`config.mk`:
```
export PLATFORM = sky130hd
export DESIGN_NAME = wheel_speed_from_edge_period
export DESIGN_NICKNAME = d
export VERILOG_FILES = /design/src/rtl/core/wsp_pkg.sv /design/src/rtl/core/wsp_divider.sv /design/src/rtl/core/wheel_speed_from_edge_period.sv
export SDC_FILE = /design/constraint.sdc
export NUM_CORES = 1
export LEC_CHECK = 0
export BUFFER_PORTS_ARGS = -buffer_cell sky130_fd_sc_hd__buf_4
export CAP_MARGIN = 30
export CORE_MARGIN = 5
export CORE_UTILIZATION = 42
export CTS_BUF_LIST = sky130_fd_sc_hd__clkbuf_16
export CTS_CLUSTER_DIAMETER = 100
export CTS_CLUSTER_SIZE = 20
export DETAILED_ROUTE_END_ITERATION = 6
export PLACE_DENSITY = 0.58
export RECOVER_POWER = 100
export SETUP_SLACK_MARGIN = 0.02
export SLEW_MARGIN = 20
export SYNTH_ARGS = -nofsm -noshare
export SYNTH_HDL_FRONTEND = slang
export SYNTH_SLANG_ARGS = --single-unit
export TNS_END_PERCENT = 5
```
`constraint.sdc`:
```
create_clock -name clk_i -period 8.1 [get_ports clk_i]
set_clock_uncertainty 0.15 [all_clocks]
set_input_delay 0 -clock clk_i [delete_from_list [all_inputs] [get_ports clk_i]]
set_output_delay 0 -clock clk_i [all_outputs]
set_load 0.02 [all_outputs]
```
`src/rtl/core/wsp_pkg.sv`:
```
// ----------------------------------------------------------------------------
// Wheel speed package
// Shared widths, register indexes and reset values for the wheel speed block.
// ----------------------------------------------------------------------------
`default_nettype none

package wsp_pkg;

  localparam int unsigned FieldBits = 24;
  localparam int unsigned TickBitsDefault = 24;
  localparam int unsigned CfgIdxBits = 1;

  localparam logic [CfgIdxBits-1:0] RegSpeedNumerator = 1'd0;
  localparam logic [CfgIdxBits-1:0] RegMinInterval = 1'd1;

  localparam logic [FieldBits-1:0] SpeedNumeratorReset = 24'd244183;
  localparam logic [FieldBits-1:0] MinIntervalReset = 24'd16384;
  localparam logic [FieldBits-1:0] SpeedMax = 24'hFFFFFF;

endpackage

`default_nettype wire

```
`src/rtl/core/wsp_divider.sv`:
```
// ----------------------------------------------------------------------------
// Wheel speed divider
// Restoring divider that produces one quotient bit per cycle.
// ----------------------------------------------------------------------------
`default_nettype none

module wsp_divider #(
  parameter int unsigned TICK_BITS = wsp_pkg::TickBitsDefault
) (
  input  wire logic                          clk_i,
  input  wire logic                          rst_ni,
  input  wire logic                          start_i,
  input  wire logic [wsp_pkg::FieldBits-1:0] dividend_i,
  input  wire logic [TICK_BITS-1:0]          divisor_i,
  output logic                               done_o,
  output logic [wsp_pkg::FieldBits-1:0]      quotient_o
);

  localparam int unsigned N = wsp_pkg::FieldBits;
  localparam int unsigned CntBits = $clog2(N);
  localparam logic [CntBits-1:0] CntLast = CntBits'(N - 1);

  logic                 busy_q, busy_d;
  logic                 done_q, done_d;
  logic [CntBits-1:0]   cnt_q, cnt_d;
  logic [N-1:0]         quo_q, quo_d;
  logic [TICK_BITS-1:0] rem_q, rem_d;
  logic [TICK_BITS-1:0] div_q, div_d;
  logic [TICK_BITS:0]   rem_sh;
  logic [TICK_BITS:0]   rem_sub;
  logic                 ge;

  assign rem_sh = {rem_q, quo_q[N-1]};
  assign rem_sub = rem_sh - {1'b0, div_q};
  assign ge = rem_sh >= {1'b0, div_q};

  always_comb begin
    busy_d = busy_q;
    done_d = 1'b0;
    cnt_d = cnt_q;
    quo_d = quo_q;
    rem_d = rem_q;
    div_d = div_q;
    if (start_i) begin
      busy_d = 1'b1;
      cnt_d = '0;
      quo_d = dividend_i;
      rem_d = '0;
      div_d = divisor_i;
    end else if (busy_q) begin
      quo_d = {quo_q[N-2:0], ge};
      rem_d = ge ? rem_sub[TICK_BITS-1:0] : rem_sh[TICK_BITS-1:0];
      cnt_d = cnt_q + 1'b1;
      if (cnt_q == CntLast) begin
        busy_d = 1'b0;
        done_d = 1'b1;
      end
    end
  end

  always_ff @(posedge clk_i or negedge rst_ni) begin
    if (!rst_ni) begin
      busy_q <= 1'b0;
      done_q <= 1'b0;
      cnt_q <= '0;
    end else begin
      busy_q <= busy_d;
      done_q <= done_d;
      cnt_q <= cnt_d;
    end
  end

  always_ff @(posedge clk_i) begin
    quo_q <= quo_d;
    rem_q <= rem_d;
    div_q <= div_d;
  end

  assign done_o = done_q;
  assign quotient_o = quo_q;

endmodule

`default_nettype wire

```
`src/rtl/core/wheel_speed_from_edge_period.sv`:
```
// ----------------------------------------------------------------------------
// Wheel speed from edge period
// Turns wheel-sensor edge timestamps into speed reports in km/h.
// ----------------------------------------------------------------------------
// Each input item carries the tick counter value of one sensor edge. The
// period to the previous edge divides the speed numerator register, and a
// speed is reported when at least min_interval ticks have passed since the
// last report and the speed has changed. An edge yields zero or one item.
// An item that needs a division passes through the restoring divider, which
// forms one quotient bit per cycle, then through the result step to the
// output register, and the next edge is accepted once the block is idle again.
// An item with a zero period skips the divider and takes the maximum speed;
// an item that fails the interval test leaves the block idle and does not
// stall the input. One item is processed at a time, and edge_stall_o is high
// while it is. A finished item waits in the output register while
// speed_stall_i is high; the next edge is still accepted and held back only
// at its own result step. Reset clears the stored edge time, report time and
// speed to zero and loads the register defaults. Unknown cfg indexes are ignored.
// Configuration is written through the cfg_* port while the block is idle;
// the user must keep to this, as the block itself does not enforce it.
// ----------------------------------------------------------------------------
`default_nettype none

module wheel_speed_from_edge_period #(
  parameter int unsigned TICK_BITS = wsp_pkg::TickBitsDefault
) (
  input  wire logic                           clk_i,
  input  wire logic                           rst_ni,
  input  wire logic                           cfg_we_i,
  input  wire logic [wsp_pkg::CfgIdxBits-1:0] cfg_index_i,
  input  wire logic [wsp_pkg::FieldBits-1:0]  cfg_data_i,
  input  wire logic                           edge_valid_i,
  output logic                                edge_stall_o,
  input  wire logic [wsp_pkg::FieldBits-1:0]  edge_time_i,
  output logic                                speed_valid_o,
  input  wire logic                           speed_stall_i,
  output logic [wsp_pkg::FieldBits-1:0]       wheel_kmh_o
);

  localparam int unsigned FB = wsp_pkg::FieldBits;
  localparam int unsigned WideBits = TICK_BITS + FB;

  localparam logic [1:0] StIdle = 2'd0;
  localparam logic [1:0] StDiv = 2'd1;
  localparam logic [1:0] StResult = 2'd2;

  logic [1:0]           state_q, state_d;
  logic [FB-1:0]        numerator_q;
  logic [FB-1:0]        min_interval_q;
  logic [TICK_BITS-1:0] prev_edge_q;
  logic [TICK_BITS-1:0] last_report_q;
  logic [FB-1:0]        last_speed_q;
  logic [TICK_BITS-1:0] now_q;
  logic [FB-1:0]        speed_q, speed_d;
  logic                 out_valid_q;
  logic [FB-1:0]        out_data_q;

  logic                 accept;
  logic [WideBits-1:0]  edge_wide;
  logic [TICK_BITS-1:0] now;
  logic [TICK_BITS-1:0] period;
  logic [TICK_BITS-1:0] elapsed;
  logic                 interval_ok;
  logic                 out_free;
  logic                 report;
  logic                 div_start;
  logic                 div_done;
  logic [FB-1:0]        div_quotient;

  assign edge_wide = {{TICK_BITS{1'b0}}, edge_time_i};
  assign now = edge_wide[TICK_BITS-1:0];
  assign period = now - prev_edge_q;
  assign elapsed = now - last_report_q;
  assign interval_ok = {{FB{1'b0}}, elapsed} >= {{TICK_BITS{1'b0}}, min_interval_q};

  assign edge_stall_o = (state_q != StIdle);
  assign accept = edge_valid_i && !edge_stall_o;
  assign out_free = !out_valid_q || !speed_stall_i;
  assign report = (state_q == StResult) && out_free && (speed_q != last_speed_q);
  assign div_start = accept && interval_ok && (period != '0);

  wsp_divider #(
    .TICK_BITS(TICK_BITS)
  ) u_divider (
    .clk_i     (clk_i),
    .rst_ni    (rst_ni),
    .start_i   (div_start),
    .dividend_i(numerator_q),
    .divisor_i (period),
    .done_o    (div_done),
    .quotient_o(div_quotient)
  );

  always_comb begin
    state_d = state_q;
    speed_d = speed_q;
    case (state_q)
      StIdle: begin
        if (accept && interval_ok) begin
          if (period == '0) begin
            speed_d = wsp_pkg::SpeedMax;
            state_d = StResult;
          end else begin
            state_d = StDiv;
          end
        end
      end
      StDiv: begin
        if (div_done) begin
          speed_d = div_quotient;
          state_d = StResult;
        end
      end
      StResult: begin
        if (out_free) begin
          state_d = StIdle;
        end
      end
      default: begin
        state_d = StIdle;
      end
    endcase
  end

  always_ff @(posedge clk_i or negedge rst_ni) begin
    if (!rst_ni) begin
      state_q <= StIdle;
      numerator_q <= wsp_pkg::SpeedNumeratorReset;
      min_interval_q <= wsp_pkg::MinIntervalReset;
      prev_edge_q <= '0;
      last_report_q <= '0;
      last_speed_q <= '0;
      out_valid_q <= 1'b0;
    end else begin
      state_q <= state_d;
      if (cfg_we_i) begin
        case (cfg_index_i)
          wsp_pkg::RegSpeedNumerator: numerator_q <= cfg_data_i;
          wsp_pkg::RegMinInterval: min_interval_q <= cfg_data_i;
          default: ;
        endcase
      end
      if (accept) begin
        prev_edge_q <= now;
      end
      if (report) begin
        last_speed_q <= speed_q;
        last_report_q <= now_q;
        out_valid_q <= 1'b1;
      end else if (!speed_stall_i) begin
        out_valid_q <= 1'b0;
      end
    end
  end

  always_ff @(posedge clk_i) begin
    speed_q <= speed_d;
    if (accept) begin
      now_q <= now;
    end
    if (report) begin
      out_data_q <= speed_q;
    end
  end

  assign speed_valid_o = out_valid_q;
  assign wheel_kmh_o = out_data_q;

endmodule

`default_nettype wire

```
==> reports/metrics.csv, run 1 <==
metric;value;unit
syn_nets;1694;
async_flop_share;47.4;%
vias_per_cell;5.36;
hold_viol;0;
holdBufCountCts;56;
ys.flop_type;edfxtp_1;
timing.final.crit_share;80.2;%
gp_congestion;0.840;
cts_max_level;1;
yosys_warnings;0;
hold_path_startpoint;cfg_we_i;
path_clk_slew;0.08;ns
r2r_start;last_report_q[0];
clockBufferDepth;3;
hpwl;27200;um
hold_ws;0.0732;ns
cts-resized-gates;0;
critPathKind;reg -> reg;
vias;11655;
setup_violations;0;
initial_utilization;42.2;%
fmax;0.154;GHz
postCtsSetupBuffers;0;
rows;71;
die_h;204;um
clock-sinks;274;
final_common_cell;nand2_1;
min_period;6.50;ns
first_iter_violations;685;
hold_class;in -> reg;
num_io_pins;80;
fin_nets;1804;
syn_area;15800;um2
drive_above_1_share;9.25;%
avgSynthCellArea;10.2;um2
drcViolationCount;0;
status;complete, but fails checks;
numCtsBuffers;18;
cp-end-kind;flip-flop;
fin_area;17700;um2
antenna_found_initial;1;
synth_edf_count;120;
cts_root_buf;clkbuf_16;
routed_wl;38000;um
critPathLaunch;last_report_q[0];
peakVddDrop;201;uV
core-area;37400;um2
cellPowerDensity;366;nW/um2
worst_pin_slew;3.66;ns
drtPass1Iterations;6;
wl_per_cell;17.4;um
grt_pass1_vias;11403;
die_x;204;um
grt_pass1_wl;61300;um
cp-start-kind;flip-flop;
netlist_instances;1542;
grt_overflow;0;
drtAntennaViolNets;0;
max-cap-violations;5;
slew_headroom;-144;%
die_area;41600;um2
grt_setup_unrepaired;no;
path_max_fanout;28;
synthDistinctLibCells;87;
synth_seq_cells;274;
grtUsageTotal;18.0;%
dpl_cell_area;16900;um2
cp.required;8.22;ns
clock_latency;0.51;ns
yosysSeqAreaShare;46.6;%
finalSetupTns;0;ns
grt_max_degree;93;
syn_to_final_growth;12.1;%
cts_tree;done;
io_buffers;79;
critPathArrivalTime;6.62;ns
violations;max-capacitance violations, max-slew violations;
drv_slew;290;
layout_common_cells;nand2_1 (189), inv_1 (133), edfxtp_1 (120), dfrtp_1 (115), o21ai_0 (104);
p_leak;7.38;nW
kinds of logic (layout without fill, tap and decap cells):
| group | Yosys count | in the layout | synth area share, % |
|---|---|---|---|
| and+or+nand+nor | 442 | 442 | 13.8 |
| AOI/OAI and AO/OA | 384 | 384 | 17.3 |
| DFF | 274 | 274 | 46.6 |
| buffers and inverters | 188 | 310 | 4.75 |
| adders and majority gates | 98 | 98 | 7.91 |
| xor gates and xnor gates | 82 | 82 | 4.60 |
| muxes | 74 | 74 | 5.10 |
| other | 0 | 1 | 0 |
cell usage after synthesis, types with 7 or more instances:
cell      count  share of area, %
a21boi_0     26               1.2
mux2i_1      22               1.4
a21oi_1      69               2.2
nand2_1     189               4.5
xnor2_1      43               2.4
o21a_1       16              0.76
ha_1         95               7.5
dfstp_2      14               2.3
xor2_1       38               2.1
nand3_1      36               1.1
nor2_1       66               1.6
nor2b_1      11              0.44
nand4_1      13              0.52
nand2b_1     33               1.3
inv_1       122               2.9
nor3_1       19              0.60
and2_1        7              0.28
dfxtp_1      24               3.0
edfxtp_1    120                23
a221oi_2     14               1.3
dfrtp_1     116                18
o21bai_1     10              0.48
a222oi_1     23               1.5
and3_1        8              0.32
clkbuf_1     52               1.2
or4_1        22               1.0
a21o_1       24               1.1
a211oi_1     17              0.81
mux2_2       52               3.7
o21ai_0     105               3.3
area by class of cell:
type | instances | area (um2)
fillers | 3539 | 19700
clock inverters | 13 | 66.3
flip-flops and latches | 274 | 7360
inverters | 123 | 462
clock buffers | 19 | 475
well taps | 511 | 639
diodes | 1 | 2.50
repair buffers | 155 | 1100
multi-input cells | 1080 | 7600
layer usage:
metal / global-route usage (%) / share of wire, %
met2: 29.9 / 47
met1: 25.8 / 47
met3: 1.89 / 4.3
met5: 0 / 0
met4: 3.61 / 1.9
path summary, 6_finish.rpt:
check                                     endpoint  slack (ns)  cells past startpoint
worst min-delay path            min_interval_q[12]        0.07                      3
worst max-delay path            u_divider.div_q[1]        1.60                     21
min in group asynchronous        last_report_q[15]        0.62                      3
worst min register to register   last_report_q[23]        0.30                      2
worst max register to register  u_divider.div_q[1]        1.60                     21
max in group asynchronous         u_divider.busy_q        2.93                      4
critical path: stages, from the launching register on:
cell	delay, ns
dfrtp_1	0.35
ha_1	0.19
inv_1	0.07
fa_1	0.42
a211oi_1	0.28
o21ai_0	0.16
a21oi_1	0.24
o31ai_1	0.16
o31ai_1	0.33
o21ai_0	0.25
a21o_1	0.23
a21oi_1	0.17
xnor2_1	0.16
ha_1	0.28
nor3_1	0.23
a211o_1	0.12
o21ai_0	0.07
a2bb2oi_1	0.19
clkbuf_1	0.85
nand2_1	0.62
and2_0	0.48
buf_8	0.25
through the flow:
step | utilization, % | instances | power, W | worst slack (ns)
2_1_floorplan | - | 1542 | 0.00484 | 1.70
3_3_place_gp | 45.1 | 2080 | 0.00556 | 2.12
3_5_place_dp | 45.2 | 2082 | 0.00563 | 2.00
4_1_cts | 48.2 | 2170 | 0.00659 | 1.95
5_1_grt | 47.3 | 2176 | 0.00704 | 1.05
6_report | 47.3 | 2176 | 0.00648 | 1.60
state kept, by name, indices dropped and copies added (netlist names):
| signal | count |
|---|---|
| numerator_q | 24 |
| u_divider.quotient_o | 24 |
| state_q | 2 |
| u_divider.div_q | 24 |
| u_divider.rem_q | 24 |
| wheel_kmh_o | 24 |
| now_q | 24 |
| last_report_q | 24 |
| prev_edge_q | 24 |
| u_divider.done_o | 1 |
| last_speed_q | 24 |
| u_divider.busy_q | 1 |
| speed_q | 24 |
| speed_valid_o | 1 |
| min_interval_q | 24 |
| u_divider.cnt_q | 5 |
where the power goes:
group | switching [W] | leakage [nW] | internal, W
Combinational | 0.00193 | 4.13 | 0.00144
Clock | 0.000478 | 0.303 | 0.000433
Sequential | 0.000236 | 2.94 | 0.00197
No activity file was read; power rests on OpenSTA's default activity.
==> run 2: changes to the inputs <==
--- a/config.mk
+++ b/config.mk
@@ -13,7 +13,7 @@
 export CTS_CLUSTER_DIAMETER = 100
 export CTS_CLUSTER_SIZE = 20
 export DETAILED_ROUTE_END_ITERATION = 6
-export PLACE_DENSITY = 0.58
+export PLACE_DENSITY = 0.6
 export RECOVER_POWER = 100
 export SETUP_SLACK_MARGIN = 0.02
 export SLEW_MARGIN = 20
==> constraint.sdc (replaced) <==
create_clock -name clk_i -period 5.4 [get_ports clk_i]
set_clock_uncertainty 0.15 [all_clocks]
set_input_delay 0 -clock clk_i [delete_from_list [all_inputs] [get_ports clk_i]]
set_output_delay 0 -clock clk_i [all_outputs]
set_load 0.02 [all_outputs]
==> run 2 against run 1 <==
Net effect: the flow still finishes with violations (max-capacitance violations, max-slew violations); flip-flop and latch count did not move; critical path depth rose by 2; cell area up 0.53%; sequential share of layout area decreased by 0.22 points; global-route usage shrank 0.21 points; first-iteration DRC count grew 12%; non-clock buffer count rose by 3; cell count is essentially flat; core utilization increased by 0.25 points; routed wire length barely moved; via count about the same; clock power up 51%; largest power group unchanged; highest routed layer unchanged.
==> reports/metrics.csv, run 2 (synthesis results as in run 1) <==
metric;value;unit
num_antenna_cells;0;
hold_viol;0;
layout_common_cells;nand2_1 (189), inv_1 (133), edfxtp_1 (120), dfrtp_1 (115), o21ai_0 (103);
clock-sinks;274;
status;complete, but fails checks;
initial_utilization;42.2;%
clockBufferDepth;3;
cellPowerDensity;550;nW/um2
syn_to_final_growth;12.7;%
hpwl;27400;um
vias;11656;
path_common_cell;a21o_1;
slew_headroom;-178;%
num_io_pins;80;
crit_buf_inv;3;
die_area;41600;um2
postCtsSetupBuffers;0;
numCtsBuffers;18;
die_h;204;um
path_max_fanout;17;
grt_max_degree;92;
drcViolationCount;0;
timing.final.crit_share;92.8;%
fin_nets;1807;
clock_latency;0.52;ns
p_leak;7.43;nW
wl_met1;18000;um
drtAntennaViolNets;0;
crit_chain;inv_1 -> ha_1 -> nor2b_1 -> o211ai_1 -> a21boi_1 -> o21a_1 -> o21ai_0 -> nand2_1 -> a21oi_1 -> o21bai_1 -> xor2_1 -> ha_1 -> a21o_1 -> a21o_1 -> a21o_1 -> a211oi_1 -> o21a_1 -> a2bb2oi_2 -> buf_4 -> a21oi_1 -> clkbuf_2 -> a222oi_1 -> nand3_1;
wl_per_cell;17.4;um
antenna_found_initial;0;
critPathArrivalTime;5.11;ns
critPathKind;reg -> reg;
cp-end-kind;flip-flop;
route.met2.wl;17800;um
first_iter_violations;769;
hold_class;in -> reg;
cts_root_buf;clkbuf_16;
cts_max_level;1;
path_clk_slew;0.09;ns
grt_overflow;0;
grtUsageTotal;17.8;%
finalSetupTns;0;ns
die_x;204;um
violations;max-capacitance violations, max-slew violations;
fin_total_pwr;0.00979;W
cp.required;5.50;ns
peakVddDrop;372;uV
core-area;37400;um2
setup_violations;0;
drv_slew;207;
hold_ws;0.126;ns
wl_met3;1460;um
cts_tree;done;
worst_pin_slew;4.17;ns
crit_slowest_cell;dfrtp_1;
io_buffers;79;
gp_congestion;0.871;
routed_wl;37900;um
rows;71;
vias_per_cell;5.35;
grt_setup_unrepaired;yes;
final_common_cell;nand2_1;
drive_above_1_share;10.2;%
min_period;5.01;ns
cp-start-kind;flip-flop;
top_layer_used;met4;
drtPass1Iterations;7;
max-cap-violations;3;
slowest_delay;0.37;ns
fmax;0.200;GHz
fillCellCount;3457;
crit_family;compound AO/OA/AOI/OAI gates;
grt_pass1_wl;60900;um
grt_pass1_vias;11302;
[run 2: cell types whose count changed in the layout (fill, tap and decap cells not counted), sizes merged]
cell         delta
buf             +6
diode           -1
dlygate4sd2     +1
inv             -1
dlygate4sd3     +1
clkinv          +1
clkbuf          -5
[run 2: worst paths after layout]
check | startpoint | to | slack [ns] | cells after the start
setup / recovery | last_report_q[1] | u_divider.quotient_o[11] | 0.39 | 23
hold / removal | cfg_data_i[7] | min_interval_q[7] | 0.13 | 3
min in group asynchronous | rst_ni | last_speed_q[13] | 1.46 | 2
setup reg to reg | last_report_q[1] | u_divider.quotient_o[11] | 0.39 | 23
hold reg to reg | now_q[8] | last_report_q[8] | 0.30 | 2
max in group asynchronous | rst_ni | u_divider.busy_q | 0.98 | 2
[run 2: report_power, final]
group	switching, W	total [W]	internal, W
combinational	0.00291	0.00510	0.00218
sequential	0.000369	0.00332	0.00295
clock	0.000726	0.00138	0.000650
[run 2: cell type report]
class                      instances  area, um2  area share [%]
sequential                       274       7360            41.3
tap                              511        639            3.59
timing repair buffer             158       1140            6.42
clock buffer                      19        475            2.67
multi-input combinational       1080       7650            43.0
clock inverter                    13       71.3           0.401
inverter                         123        462            2.59
[run 2: tightest hold or removal path: cells and delay by family]
family	cells	cell delay, ns
buf+inv	2	0.63
mux	1	0.13
[run 2: timing repair]
item                                   in CTS  in global routing
endpoints found under the hold margin     199                  0
setup endpoints to repair                   0                128
resized for setup                           0                  7
hold buffers                               57                  0
[run 2: metrics by stage]
step | utilization (%) | worst slack [ns] | cells | area [um2]
after floorplan | - | 0.0867 | 1542 | 15800
after global placement | 45.2 | 0.272 | 2086 | 16900
after detailed placement | 45.3 | 0.179 | 2087 | 16900
after CTS | 48.3 | 0.101 | 2176 | 18100
after global routing | 47.6 | 0.00940 | 2178 | 17800
final | 47.6 | 0.389 | 2178 | 17800
[run 2: per-layer routing]
| layer | vias up | GRT usage, % |
|---|---|---|
| met5 | - | 0 |
| met4 | 0 | 3.35 |
| met3 | 37 | 1.78 |
| met2 | 230 | 29.3 |
| met1 | 5583 | 25.9 |
| li1 | 5806 | - |
==> run 3: changes to the inputs <==
--- a/config.mk
+++ b/config.mk
@@ -7,6 +7,7 @@
 export LEC_CHECK = 0
 export BUFFER_PORTS_ARGS = -buffer_cell sky130_fd_sc_hd__buf_4
 export CAP_MARGIN = 30
+export CORE_ASPECT_RATIO = 0.75
 export CORE_MARGIN = 5
 export CORE_UTILIZATION = 42
 export CTS_BUF_LIST = sky130_fd_sc_hd__clkbuf_16
==> run 3 against run 2 <==
Net effect: the flow still finishes with violations (max-capacitance violations, max-slew violations); register-to-register slack worse by 0.04 ns; via count grew 2.8%; clock-buffer cell count down 2; non-clock buffer count rose by 7; largest cell class unchanged; combinational power rose by 4.5%; global-route usage up 0.86 points; flip-flop and latch count unchanged; routed wire length is 3.2% higher; clock power fell by 7%.
==> reports/metrics.csv, run 3 (synthesis results as in run 1) <==
metric;value;unit
setup_violations;0;
slew_headroom;-104;%
fin_area;17900;um2
cts_max_level;1;
core-area;37100;um2
vias_per_cell;5.51;
cp-start-kind;input port;
path_max_fanout;26;
final_common_cell;nand2_1;
die_x;234;um
rows;61;
critPathArrivalTime;5.17;ns
routed_wl;39200;um
layout_common_cells;nand2_1 (189), inv_1 (133), edfxtp_1 (120), dfrtp_1 (115), o21ai_0 (103);
drive_above_1_share;10.5;%
grt_setup_unrepaired;no;
hold_viol;0;
clock-sinks;274;
wl_per_cell;18.0;um
hold_ws;0.00835;ns
drv_slew;135;
critPathKind;in -> reg;
crit_slowest_cell;dlygate4sd3_1;
fmax;0.197;GHz
num_antenna_cells;0;
io_buffers;79;
cp-end-kind;flip-flop;
syn_to_final_growth;13.2;%
cts_tree;done;
grtUsageTotal;18.7;%
min_period;5.07;ns
drtPass1Iterations;6;
drtAntennaViolNets;0;
place_ws;-0.0120;ns
fin_nets;1813;
cellPowerDensity;556;nW/um2
stdcell_count;2175;
grt_pass1_vias;11198;
hold_class;in -> reg;
num_io_pins;80;
worst_pin_slew;3.06;ns
slowest_delay;0.53;ns
cts_root_buf;clkbuf_16;
p_leak;7.46;nW
antenna_found_initial;0;
dpl_cell_area;17000;um2
cp.required;5.50;ns
grt_max_degree;71;
fin_ws;0.334;ns
grt_overflow;0;
peakVddDrop;238;uV
timing.final.crit_share;93.8;%
crit_family;compound AO/OA/AOI/OAI gates;
clockBufferDepth;3;
max-cap-violations;2;
placed_cells_incl_taps;2080;
fin_total_pwr;0.00994;W
vias;11980;
crit_buf_inv;4;
die_area;41600;um2
die_h;178;um
numCtsBuffers;17;
first_iter_violations;1143;
hpwl;28000;um
drcViolationCount;0;
gp_congestion;0.853;
crit_chain;dlygate4sd3_1 -> clkbuf_1 -> ha_1 -> nor2b_1 -> o211ai_1 -> a21boi_0 -> o2111a_1 -> o311ai_1 -> a21oi_1 -> a211oi_1 -> a21oi_1 -> xnor2_1 -> ha_1 -> nand2_1 -> nor3_1 -> nand2_1 -> a2bb2oi_2 -> buf_4 -> and2_1 -> buf_12 -> a222oi_1 -> nand3_1;
path_clk_slew;0.09;ns
initial_utilization;42.6;%
status;complete, but fails checks;
clock_latency;0.52;ns
grt_pass1_wl;62500;um
violations;max-capacitance violations, max-slew violations;
run 3: cell types whose count changed in the layout (fill, tap and decap cells not counted), sizes merged:
cell / previous run / this run
inv: 135 / 134
clkdlybuf4s25: 0 / 1
dlygate4sd3: 56 / 59
buf: 43 / 47
dlygate4sd2: 1 / 0
clkbuf: 77 / 75
run 3: final timing paths:
kind | startpoint | end | slack, ns | depth (start not counted)
setup reg to reg | last_report_q[0] | u_divider.quotient_o[22] | 0.35 | 22
min in group asynchronous | rst_ni | numerator_q[6] | 1.05 | 3
hold reg to reg | now_q[17] | last_report_q[17] | 0.30 | 2
hold / removal | cfg_we_i | min_interval_q[1] | 0.008 | 3
setup / recovery | edge_time_i[1] | u_divider.quotient_o[22] | 0.33 | 22
max in group asynchronous | rst_ni | min_interval_q[8] | 0.84 | 4
run 3: worst reg2reg max path: stages, from the launching register on:
cell	delay, ns
dfrtp_1	0.36
ha_1	0.19
inv_1	0.06
fa_1	0.43
a211oi_2	0.24
o21ai_0	0.13
a21oi_1	0.22
o31ai_1	0.16
o31ai_2	0.31
o21ai_2	0.14
a211o_1	0.28
a21oi_1	0.17
xnor2_1	0.10
ha_1	0.28
nand2_1	0.06
nor3_1	0.23
nand2_1	0.10
a2bb2oi_2	0.18
buf_4	0.17
and2_1	0.15
buf_12	0.17
a222oi_1	0.41
nand3_1	0.12
run 3: repair_timing:
| item | in CTS | in global routing |
|---|---|---|
| buffers inserted | 0 | 4 |
| endpoints found under the setup margin | 47 | 94 |
| hold endpoints to repair | 180 | 0 |
| hold buffers | 60 | 0 |
| pin swaps | 1 | 2 |
| resized for setup | 2 | 4 |
| gates cloned | 0 | 0 |
run 3: layer usage:
| metal | wire [um] | part of all wire [%] | vias up | GRT usage [%] |
|---|---|---|---|---|
| met5 | 0 | 0 | - | 0 |
| met4 | 703 | 1.8 | 0 | 3.25 |
| met3 | 1930 | 4.9 | 52 | 2.21 |
| met2 | 16700 | 43 | 310 | 28.1 |
| met1 | 19900 | 51 | 5804 | 29.3 |
| li1 | - | - | 5814 | - |
run 3: power by group:
| group | internal [W] | switching (W) |
|---|---|---|
| Sequential | 0.00295 | 0.000379 |
| Combinational | 0.00229 | 0.00304 |
| Clock | 0.000578 | 0.000706 |
| Total | 0.00582 | 0.00412 |
run 3: area by class of cell:
cell class                      instances  area, um2
Fill cell                            3479      19200
Multi-Input combinational cell       1080       7680
Sequential cell                       274       7360
Timing Repair Buffer                  165       1270
Tap cell                              504        631
Inverter                              123        462
Clock buffer                           17        425
Clock inverter                         12       50.0
run 3: metrics by stage:
| stage | setup TNS (ns) | util (%) |
|---|---|---|
| CTS | 0 | 48.8 |
| finish | 0 | 48.2 |
| global placement | 0 | 45.6 |
| global route | 0 | 48.2 |
| floorplan | 0 | - |
| detailed placement | -0.268 | 45.8 |
